## config.mk

```make
export PLATFORM = sky130hd
export DESIGN_NAME = imrt_front
export DESIGN_NICKNAME = d
export VERILOG_FILES = /design/src/hdl/imrt_pkg.sv /design/src/hdl/imrt_front.sv
export SDC_FILE = /design/constraint.sdc
export NUM_CORES = 1
export LEC_CHECK = 0
export ABC_CLOCK_PERIOD_IN_PS = 6330
export BUFFER_PORTS_ARGS = -buffer_cell sky130_fd_sc_hd__buf_4
export CORE_ASPECT_RATIO = 1.5
export CORE_MARGIN = 8
export CORE_UTILIZATION = 40
export CTS_BUF_LIST = sky130_fd_sc_hd__clkbuf_8
export CTS_CLUSTER_DIAMETER = 120
export CTS_CLUSTER_SIZE = 8
export DETAILED_ROUTE_END_ITERATION = 10
export REMOVE_ABC_BUFFERS = 1
export SETUP_SLACK_MARGIN = 0.5
export SLEW_MARGIN = 10
export SYNTH_ARGS = -nofsm -noshare
export SYNTH_HDL_FRONTEND = slang
export SYNTH_SLANG_ARGS = --single-unit
```

## constraint.sdc

```tcl
create_clock -name clk -period 6.33 [get_ports clk]
set_clock_uncertainty 0.05 [all_clocks]
set_input_delay 0.633 -clock clk [delete_from_list [all_inputs] [get_ports clk]]
set_output_delay 0.633 -clock clk [all_outputs]
set_load 0.02 [all_outputs]
```

## src/hdl/imrt_pkg.sv

```systemverilog
`timescale 1ns / 1ps
// ----------------------------------------------------------------------------
// imrt_pkg
// types and constants shared by the breakpoint table front end and engine
// ----------------------------------------------------------------------------
package imrt_pkg;

	localparam int MAX_BP     = 16;
	localparam int KEY_BITS   = 32;
	localparam int VALUE_BITS = 8;
	localparam int IDX_BITS   = $clog2(MAX_BP);
	localparam int CNT_BITS   = $clog2(MAX_BP + 1);
	localparam int QUEUE_DEPTH = 2;
	localparam int QPTR_BITS  = $clog2(QUEUE_DEPTH);

	typedef enum logic [0:0] {
		OP_LOOKUP = 1'b0,
		OP_ASSIGN = 1'b1
	} op_t;

	typedef enum logic [1:0] {
		ST_DONE  = 2'd0,
		ST_EMPTY = 2'd1,
		ST_FULL  = 2'd2
	} status_t;

	typedef struct packed {
		logic                         operation;
		logic signed [KEY_BITS-1:0]   lookup_key;
		logic signed [KEY_BITS-1:0]   range_begin;
		logic signed [KEY_BITS-1:0]   range_end;
		logic        [VALUE_BITS-1:0] new_value;
	} req_t;

	typedef struct packed {
		logic [VALUE_BITS-1:0] found_value;
		logic [1:0]            status;
		logic [4:0]            entries_used;
	} rsp_t;

	// classified request handed from the front end to the engine
	typedef struct packed {
		logic                  is_assign;
		logic                  empty_range;
		logic [KEY_BITS-1:0]   key_a;   // biased lookup key or range begin
		logic [KEY_BITS-1:0]   key_b;   // biased range end
		logic [VALUE_BITS-1:0] value;
	} cmd_t;

	typedef enum logic [2:0] {
		EN_IDLE,
		EN_SCAN,
		EN_BUILD,
		EN_COPY,
		EN_REPLY
	} eng_state_t;

endpackage

```

## src/hdl/imrt_front.sv

```systemverilog
`timescale 1ns / 1ps
// ----------------------------------------------------------------------------
// imrt_front
// accepts requests, biases keys and flags empty ranges into a short queue
// ----------------------------------------------------------------------------
module imrt_front (
	input  logic           clk,
	input  logic           arst_n,
	input  imrt_pkg::req_t req,
	input  logic           push,
	output logic           full,
	output imrt_pkg::cmd_t cmd,
	output logic           cmd_valid,
	input  logic           cmd_take
);
	import imrt_pkg::*;

	cmd_t                 queue_q [QUEUE_DEPTH];
	logic [QPTR_BITS-1:0] wr_ptr_q, rd_ptr_q;
	logic [QPTR_BITS:0]   fill_q;
	cmd_t                 in_cmd;
	logic                 do_push, do_pop;

	always_comb begin
		in_cmd.is_assign   = (req.operation == OP_ASSIGN);
		in_cmd.key_a       = (req.operation == OP_ASSIGN) ?
			{~req.range_begin[KEY_BITS-1], req.range_begin[KEY_BITS-2:0]} :
			{~req.lookup_key[KEY_BITS-1], req.lookup_key[KEY_BITS-2:0]};
		in_cmd.key_b       = {~req.range_end[KEY_BITS-1], req.range_end[KEY_BITS-2:0]};
		in_cmd.empty_range = !(req.range_begin < req.range_end);
		in_cmd.value       = req.new_value;
	end

	assign full      = (fill_q == (QPTR_BITS+1)'(QUEUE_DEPTH));
	assign cmd_valid = (fill_q != '0);
	assign cmd       = queue_q[rd_ptr_q];
	assign do_push   = push && !full;
	assign do_pop    = cmd_valid && cmd_take;

	always_ff @(posedge clk) begin
		if (do_push) queue_q[wr_ptr_q] <= in_cmd;
	end

	always_ff @(posedge clk or negedge arst_n) begin
		if (!arst_n) begin
			wr_ptr_q <= '0;
			rd_ptr_q <= '0;
			fill_q   <= '0;
		end else begin
			if (do_push) wr_ptr_q <= wr_ptr_q + 1'b1;
			if (do_pop)  rd_ptr_q <= rd_ptr_q + 1'b1;
			fill_q <= fill_q + (QPTR_BITS+1)'(do_push) - (QPTR_BITS+1)'(do_pop);
		end
	end

endmodule

```

### Word level (Yosys, flattened, before mapping)

Memory sizes are Yosys's and may differ from the RTL's.
Cells that the tools add are included.

* $add $sub $neg: 4
* multipliers: 0
* divide/modulo/power cells: 0
* $lt $le $gt $ge: 1
* eq/ne operators: 1
* shifts and indexed selects: 0
* muxes and demuxes: 3
* bitwise operators: 3
* reductions and logical operators: 5

Operators with widths (number)
* $lt 32x32->1: 1
* $mux 32: 1
* $not 1->1: 3
* $add 1x1->1 const B: 2
* $add 2x1->2: 1
* $eq 2x2->1 const B: 1
* $logic_and 1x1->1: 2
* $logic_not 1->1: 2
* $mux 1: 2
* $reduce_bool 2->1: 1
* $sub 2x1->2: 1

* bits in registers: 4
* bits in latches: 0
* bits in writable memories: 148
* memory bits (read-only): 0
* bits of input ports: 109
* logic and storage cells: 21
* memories kept: 1

Memories
* queue_q: words 2, width 74, read ports 1, clocked after memory_dff 0, wr ports 1, RTL line imrt_front.sv:18 `cmd_t queue_q [QUEUE_DEPTH];`

### Logic depth before layout (Yosys ltp)

Gate-level depths: netlist (run 1).

* depth in word-level cells: 5
* gate-level depth with buffers: 7

### Worst setup path after synthesis (run 1)

Ideal clock, no wire load.

* kind: input to register
* start: input push
* end: memory queue_q[0][0] (netlist name) (enable)
* library setup time: 0.507 ns
* data arrival time: 3.816 ns
* data required time: 5.773 ns
* slack: 1.957 ns
* stages on the path: 2
* cell sequence: nand2_1 -> nor2_1

* word-level cells in the longest chain between the ends: 3

RTL lines
* start, declared: RTL line imrt_front.sv:10 `input logic push,`
* $logic_and 1x1->1: RTL line imrt_front.sv:37 `assign do_push = push && !full;`
* $mux 1: RTL line imrt_front.sv:41 `if (do_push) queue_q[wr_ptr_q] <= in_cmd;`
* $mux 1 (not written as such): RTL line imrt_front.sv:41
* end, declared: RTL line imrt_front.sv:18

No other way between the ends.

==> results.md, run 1 <==
- The run finished with clean final reports.
- Yosys printed 0 warnings.
- The die covers around 21000 um2.
- The starting utilization of the core area is approximately 40%.
- The number of antenna diodes in the final layout is 0.
- For the pin with the worst max-slew slack, the measured transition is 1.161 ns.
- From synthesis to final layout, the design area changed by 30.65%.
- Sequential cells were found to cover between 60% and 70% of the synthesized design area.
- The number of global-route vias before repair is 4490.
- The detailed router's first-iteration violation count is 156.
- The width of the die is 121.4 um.
- The total area inside the core boundary comes to about 17000 um2.
- Of the available clock period, the critical path in the final layout requires 46.70%.
- The critical path starts at rd_ptr_q$_DFFE_PN0P_.
- The signal on the critical path passes through mux2_2 -> buf_4.
- The tool flagged a number of max-cap violations equal to 0.
- For the final routed database, the setup TNS stands at 0 ns.
- The tree is rooted in a clkbuf_8.
- After filler insertion, the fill cell instance count of the layout stands at roughly 1400.
- The number of buffers and inverters on the critical path is 1.
- The final critical path time including I/O delays and setup is 2.956 ns.
- After the last flow step, the layout net total stands at 730.
- The number of antenna violations at the first check in global routing is 0.
- Global routing finished with a remaining overflow of 0.
- Setup violations remaining at the end of the flow were counted as 0.
- Entering global routing, the biggest net connects 76 pins.
- Setup repair after global routing left no endpoint under its margin.
- The wire length per cell after detailed routing is ~19 um.
- Clock tree synthesis found a total of about 150 sinks.
- Once the clock tree was built, the resizer swapped 0 gates to a different size.
- Along the worst path, the maximum fanout reaches 75.
- In this run, CTS created clock tree buffers numbering 17.
- The class of the tightest hold or removal check is in2reg.
- The fraction of layout cells with a size suffix above 1 is 53.91%.
- No sink is reached through more buffers than the 2 on the longest clock path.
- The all-layer global routing usage is 14.70%.
- Data arrives at the worst endpoint at 2.27 ns.
- The synthesized design contains 148 enable-type register cells.
- Among all stages on the critical path, the largest delay is contributed by dfrtp_4.
- The library cell used most frequently in the layout, excluding fill and tap cells, is buf_4.
- In the synthesized netlist the dominant register cell turns out to be edfxtp_1.
- Data on the critical path is required at its endpoint by 5.65 ns.
- In the layout the commonest cells are buf_4, edfxtp_1, mux2_2.
- The via count is 3965.
- In this run the tool buffered the top-level ports with roughly 180 buffer cells.
- The power per cell area is 408.6 nW/um2.
- The CTS tree is built.
- After technology mapping, the gate count stands at 395.
- The kind of critical path is reg2out.
- The clock insertion delay at the later pin of the skew report is 0.43 ns.
- The wire length of the first global-routing pass is 23.73 mm.
- Grouping stages by cell kind, the critical path spends the most delay in flip-flops.
- The average cell area after synthesis is 16.89 um2.
- The critical path capture point type is an output port.
- The number of top-level pins is 185.
- The critical path startpoint category is a flip-flop.
- The detailed-route vias per instance is 4.889.
- Total power for the finished layout comes to approximately 0.0036 W.
- The worst max-slew margin expressed relative to the limit is 22.40%.
- IR analysis of the VDD net gives a maximum drop of between 0.5 and 0.6 mV.
- After detailed routing, the number of remaining DRC violations is 0.
- The count of antenna-violating nets left after detailed routing is 0.
- The number of failing hold endpoints at the final stage was 0.
- Summed over all cells, the static leakage comes to about 3.5 nW.
- The number of detailed-route iterations in the first pass is 4.
- Across all register-to-register paths, the minimum setup slack is 3.69 ns.
- The sum of routed wire length over all layers is 15.22 mm.
- After floorplanning, the core was divided into 58 placement rows.
- Yosys mapped the design onto 32 distinct sky130hd cell types.
- After clock tree synthesis, the clock-pin slew on the worst setup and hold paths is 0.09 ns.
- The register bit total from synthesis is 152.
- In this run the number of H-tree levels came out at 4.
- The die boundary height is between 150 and 200 um.
- The sum of net half-perimeters after detailed placement is 10.85 mm.
- Summing every instance area after synthesis gives roughly 6700 um2.
- The critical hold path startpoint is req[7].
- The routability congestion estimate from global placement is 0.7269.
- In this run the critical register-to-register path is launched from fill_q[1]$_DFF_PN0_.
- The maximum cell stage delay along the critical path is 1.06 ns.
- The total count of max-transition violations in the final report is 0.
- Of all flip-flops after synthesis, the portion carrying an async set or reset was 2.632%.
- The fmax is 338.3 MHz.
## what timing repair did
item,CTS,global route
buffers inserted,0,0
setup endpoints to repair,0,0
hold endpoints to repair,4,0
hold buffers,1,0
## logic make-up (layout without fill, tap and decap cells)
group	after synthesis	in the layout	synth area share, %
DFF	152	152	68.13
AOI/OAI and AO/OA	23	23	2.064
and+or+nand+nor	31	31	2.532
muxes	106	106	17.88
buffers and inverters	46	252	2.682
adders and majority gates	33	33	6.190
xor gates and xnor gates	4	4	0.5253
## per-stage QoR
step | worst slack (ns) | hold WS [ns] | instances | cell area (um2) | utilization (%)
floorplan | 1.957 | 0.2874 | 383 | 6619 | -
detailed placement | 3.489 | 0.3844 | 778 | 8287 | 50.08
finish | 3.374 | 0.3365 | 811 | 8715 | 52.67
global route | 3.297 | 0.2957 | 811 | 8715 | 52.67
CTS | 3.354 | 0.3077 | 811 | 8715 | 52.67
global placement | 3.484 | 0.3820 | 778 | 8287 | 50.08
## synthesized netlist by cell type (4+ instances only)
library cell | number | area (um2)
dfrtp_1 | 4 | 100.1
a21oi_1 | 12 | 60.06
edfxtp_1 | 148 | 4444
clkbuf_1 | 4 | 15.01
ha_1 | 33 | 412.9
nand2_1 | 8 | 30.03
mux2_2 | 105 | 1182
nor2_1 | 4 | 15.01
nand4_1 | 6 | 37.54
o21ai_0 | 4 | 20.02
inv_1 | 34 | 127.6
buf_2 | 5 | 25.02
## sequential cells by signal, summed over array words and instances (netlist names)
| register | cells |
|---|---|
| fill_q | 2 |
| queue_q | 148 |
| rd_ptr_q | 1 |
| wr_ptr_q | 1 |
## layout make-up
type	instances	area, um2	area share (%)
timing repair buffer	186	1399	16.05
clock inverter	13	156.4	1.795
tap	210	262.8	3.015
multi-input combinational	197	1959	22.48
sequential	152	4548	52.19
inverter	34	127.6	1.464
clock buffer	19	261.5	3.001
## routing by layer
layer	GRT usage, %	part of all wire [%]	vias up
met5	0	0	-
met4	5.576	1.9	0
met3	4.125	5.5	15
met2	27.21	57	114
met1	15.04	36	1941
li1	-	-	1895
## power breakdown
group          switching [W]  leakage, nW  internal [W]  total, W
clock               0.000359        0.216      0.000410  0.000769
sequential          0.000149         1.42       0.00138   0.00153
combinational       0.000661         1.85      0.000598   0.00126
total                0.00117         3.49       0.00239   0.00356
## worst paths after layout
check,depth (start not counted),end
hold / removal,1,queue_q[1][7]$_DFFE_PP_
max in group asynchronous,2,rd_ptr_q$_DFFE_PN0P_
setup reg to reg,4,queue_q[0][34]$_DFFE_PP_
min in group asynchronous,2,rd_ptr_q$_DFFE_PN0P_
setup / recovery,2,cmd[20]
hold reg to reg,1,fill_q[1]$_DFF_PN0_
Power figures use the tool's default switching activity.
==> run 2, diff against run 1 <==
- ABC_AREA: default -> 1
- ABC_CLOCK_PERIOD_IN_PS: 6330 -> 2900
- clock period: 6.33 -> 2.9 ns (I/O delays scaled with it)
==> run 2 against run 1 <==
Register-to-register slack worse by 2.7 ns. Largest cell class unchanged. Die area is 2.0% higher. Highest routed layer unchanged. Sequential power up 110%. Largest power group is now combinational logic. Sequential share of layout area fell by 3.0 points.
==> results.md, run 2 <==
- The total count of max-transition violations in the final report is 0.
- The most used standard cell by instance count after synthesis is nand2_1.
- At the end of the flow, the number of nets in the layout was 953.
- The critical path is of the reg2out type.
- After synthesis, the largest family of logic cells by area is simple AND/OR/NAND/NOR gates.
- The detail route stage leaves a number of antenna-violating nets equal to 0.
- The tree is rooted in a clkbuf_8.
- The core utilization of the finished layout is 55.10%.
- The congestion estimate from routability-driven global placement came to 0.7590.
- From bottom edge to top edge, the die measures around 180 um.
- The area of the core region is 16760 um2.
- Counting flops with an async set or reset pin after synthesis yields a share of 2.632%.
- The synthesized netlist devotes 0.5139% of its cell area to XOR and XNOR gates.
- In this run the deepest clock path goes through 2 buffers.
- 185 I/O pins were placed.
- The number of violations of the max-capacitance limit is 0.
- Relative to the synthesized area, the layout overhead comes to 35.47%.
- The number of antenna violations at the first check in global routing is 1.
- The number of failing hold endpoints at the final stage is 0.
- The commonest non-fill, non-tap cell in the layout is nand2_1.
- The clock-pin slew on the worst setup and hold paths is around 0.09 ns.
- The HPWL after detailed placement is about 12 mm.
- The proportion of synthesized chip area in sequential cells is approximately 67%.
- The number of buffers added for setup after CTS is 0.
- The class of the tightest hold or removal check is in2reg.
- The final setup violation count is 0.
- Dividing the detail-routed via count by the number of cells gives 4.668.
- The adder-cell share of the synthesized area is under 10%.
- The largest registers in the layout are queue_q: 148 flops, fill_q: 2 flops.
- The run finished with clean final reports.
- The number of flip-flops under the largest register name is 148.
- The setup TNS is 0 ns.
- The gate count of the mapped netlist is 582.
- The die covers 21560 um2.
- The synthesized netlist occupies a cell area of 6818 um2.
- Counting flops with a built-in enable in the synthesized netlist gives 148.
- After detailed routing, the number of remaining DRC violations is 0.
- Setup repair after global routing left no endpoint under its margin.
- From left edge to right edge, the die measures 122.6 um.
- Each instance of the synthesized netlist takes up on average 11.71 um2.
- The slew at the pin closest to its max-slew limit is 0.6119 ns.
- Power comes to 0.008230 W.
- Counting tap cells, the placed design contains a total of 962 instances.
- The power per cell area is 891.0 nW/um2.
- The pin count of the biggest net entering global routing is 75.
- The netlist uses 29 different library cells.
- The starting utilization of the core area is roughly 40%.
- The H-tree generated during clock tree synthesis spans 4 levels.
- The register with the most flip-flops in the final layout is queue_q.
- The number of sinks driven by the clock tree is around 150.
- In the global route stage, overall resource usage came out at 16.52%.
- Summing the areas of all and, or, nand and nor instances in the mapped netlist gives 15.67% of the synthesized area.
- Yosys attributes the largest share of cell area to edfxtp_1, nand2_1, ha_1, mux2_2, inv_1.
- After detailed routing, the average wire length per cell comes to 16.71 um.
- The routed layout has 4827 vias.
- The yosys synthesis warning count is 0.
- The number of non-filler instances in the completed layout is 1034.
- The synthesized design contains between 150 and 200 register bits.
- The detailed router's first-iteration violation count is 200.
- The biggest area contributor in the post-synthesis netlist is edfxtp_1.
- STA puts the critical path data required time at 2.56 ns.
- The fraction of layout cells with a size suffix above 1 is 31.71%.
- Counting the buffers created by CTS gives 17.
- The fraction of synthesized area in multiplexers is 5.102%.
- The critical path capture point type is an output port.
- The commonest cells after synthesis are nand2_1, edfxtp_1, inv_1.
- After synthesis, the largest area contributor takes up about two thirds of total cell area.
- The total overflow left after global routing is 0.
- TritonCTS built the clock tree.
- The final critical path time including I/O delays and setup is 2.196 ns.
- For this run, the detailed router's first-pass iteration total came to 4.
- The dominant synthesized flop cell is edfxtp_1.
- The static leakage power is between 4 and 5 nW.
- In the layout the commonest cells are nand2_1, buf_4, edfxtp_1.
- Based on the critical path, the design can be clocked at up to about 460 MHz.
- The maximum fanout count along the critical path is 30.
- The wire length of the first global-routing pass is 27.03 mm.
- The worst max-slew margin expressed relative to the limit is 59.21%.
- Data arrives at the worst endpoint at about 1.9 ns.
- The maximum VDD drop is 0.5915 mV.
- The later pin in the worst-skew pair is clocked with a latency of 0.44 ns.
- The cell row count is 58.
- STA classifies the critical path startpoint as a flip-flop.
- The number of global-route vias before repair is 5308.
- The final clock period utilization by the worst path is 75.73%.
- The sum of routed wire length over all layers is around 17 mm.
- Summing the areas of all compound-gate instances in the mapped netlist gives 1.780% of the synthesized area.
- The count of buffers added on input and output ports is approximately 180.
[run 2: changes by cell type in the layout (fill, tap and decap cells not counted), sizes merged, moves of 5 or more]
| cell | change |
|---|---|
| buf | +5 |
| dlygate4sd3 | +39 |
| inv | +12 |
| mux2 | -75 |
| nand2 | +248 |
| nand4 | -5 |
| nor2 | +8 |
[run 2: through the flow]
| stage | hold slack (ns) | cell area (um2) | setup slack [ns] |
|---|---|---|---|
| 2_1_floorplan | -0.05559 | 6703 | -1.296 |
| 3_3_place_gp | 0.04205 | 8421 | 0.9564 |
| 3_5_place_dp | 0.04143 | 8421 | 0.9876 |
| 4_1_cts | 0.07799 | 9226 | 0.5366 |
| 5_1_grt | 0.09287 | 9236 | 0.5294 |
| 6_report | 0.1144 | 9236 | 0.7039 |
[run 2: cells by family (layout without fill, tap and decap cells)]
family | after synthesis | after routing
adders and majority gates | 33 | 33
buffers and inverters | 66 | 307
and+or+nand+nor | 276 | 276
AOI/OAI and AO/OA | 20 | 20
xor gates and xnor gates | 4 | 4
muxes | 31 | 31
other | 0 | 1
DFF | 152 | 152
[run 2: area by class of cell]
class / count / area [um2]
clock buffer: 17 / 234.0
clock inverter: 14 / 171.4
antenna: 1 / 2.502
inverter: 46 / 172.7
tap: 210 / 262.8
sequential: 152 / 4546
multi-input combinational: 364 / 2001
fill: 1441 / 7527
timing repair buffer: 230 / 1847
[run 2: final timing paths]
path | start | endpoint | slack [ns] | cells after the start
max | rd_ptr_q$_DFFE_PN0P_ | cmd[59] | 0.70 | 5
max in group asynchronous | arst_n | rd_ptr_q$_DFFE_PN0P_ | 2.57 | 2
max reg2reg | fill_q[0]$_DFF_PN0_ | fill_q[1]$_DFF_PN0_ | 1.04 | 8
min | req[39] | queue_q[1][39]$_DFFE_PP_ | 0.11 | 2
min reg2reg | fill_q[0]$_DFF_PN0_ | fill_q[0]$_DFF_PN0_ | 0.54 | 1
min in group asynchronous | arst_n | fill_q[1]$_DFF_PN0_ | 0.12 | 2
[run 2: worst max-delay path: stages (launching register included)]
cell     delay (ns)
dfrtp_2        0.43
inv_2          0.25
buf_4          0.39
nand2_1        0.10
nand2_1        0.10
buf_4          0.14
[run 2: per-layer routing]
| layer | part of all wire (%) | wire [um] | track usage [%] | up-vias |
|---|---|---|---|---|
| met5 | 0 | 0 | 0 | - |
| met4 | 2.3 | 405 | 7.088 | 0 |
| met3 | 4.8 | 827 | 3.600 | 20 |
| met2 | 57 | 9768 | 31.43 | 125 |
| met1 | 36 | 6279 | 16.53 | 2289 |
| li1 | - | - | - | 2393 |
[run 2: timing repair]
| item | CTS | global route |
|---|---|---|
| endpoints found under the setup margin | 0 | 28 |
| hold endpoints to repair | 82 | 0 |
| hold buffers | 40 | 0 |
| gates resized for setup | 0 | 2 |
[run 2: power by group]
part	switching, W	internal [W]
clock	0.000814	0.000852
sequential	0.000126	0.00302
combinational	0.00219	0.00123
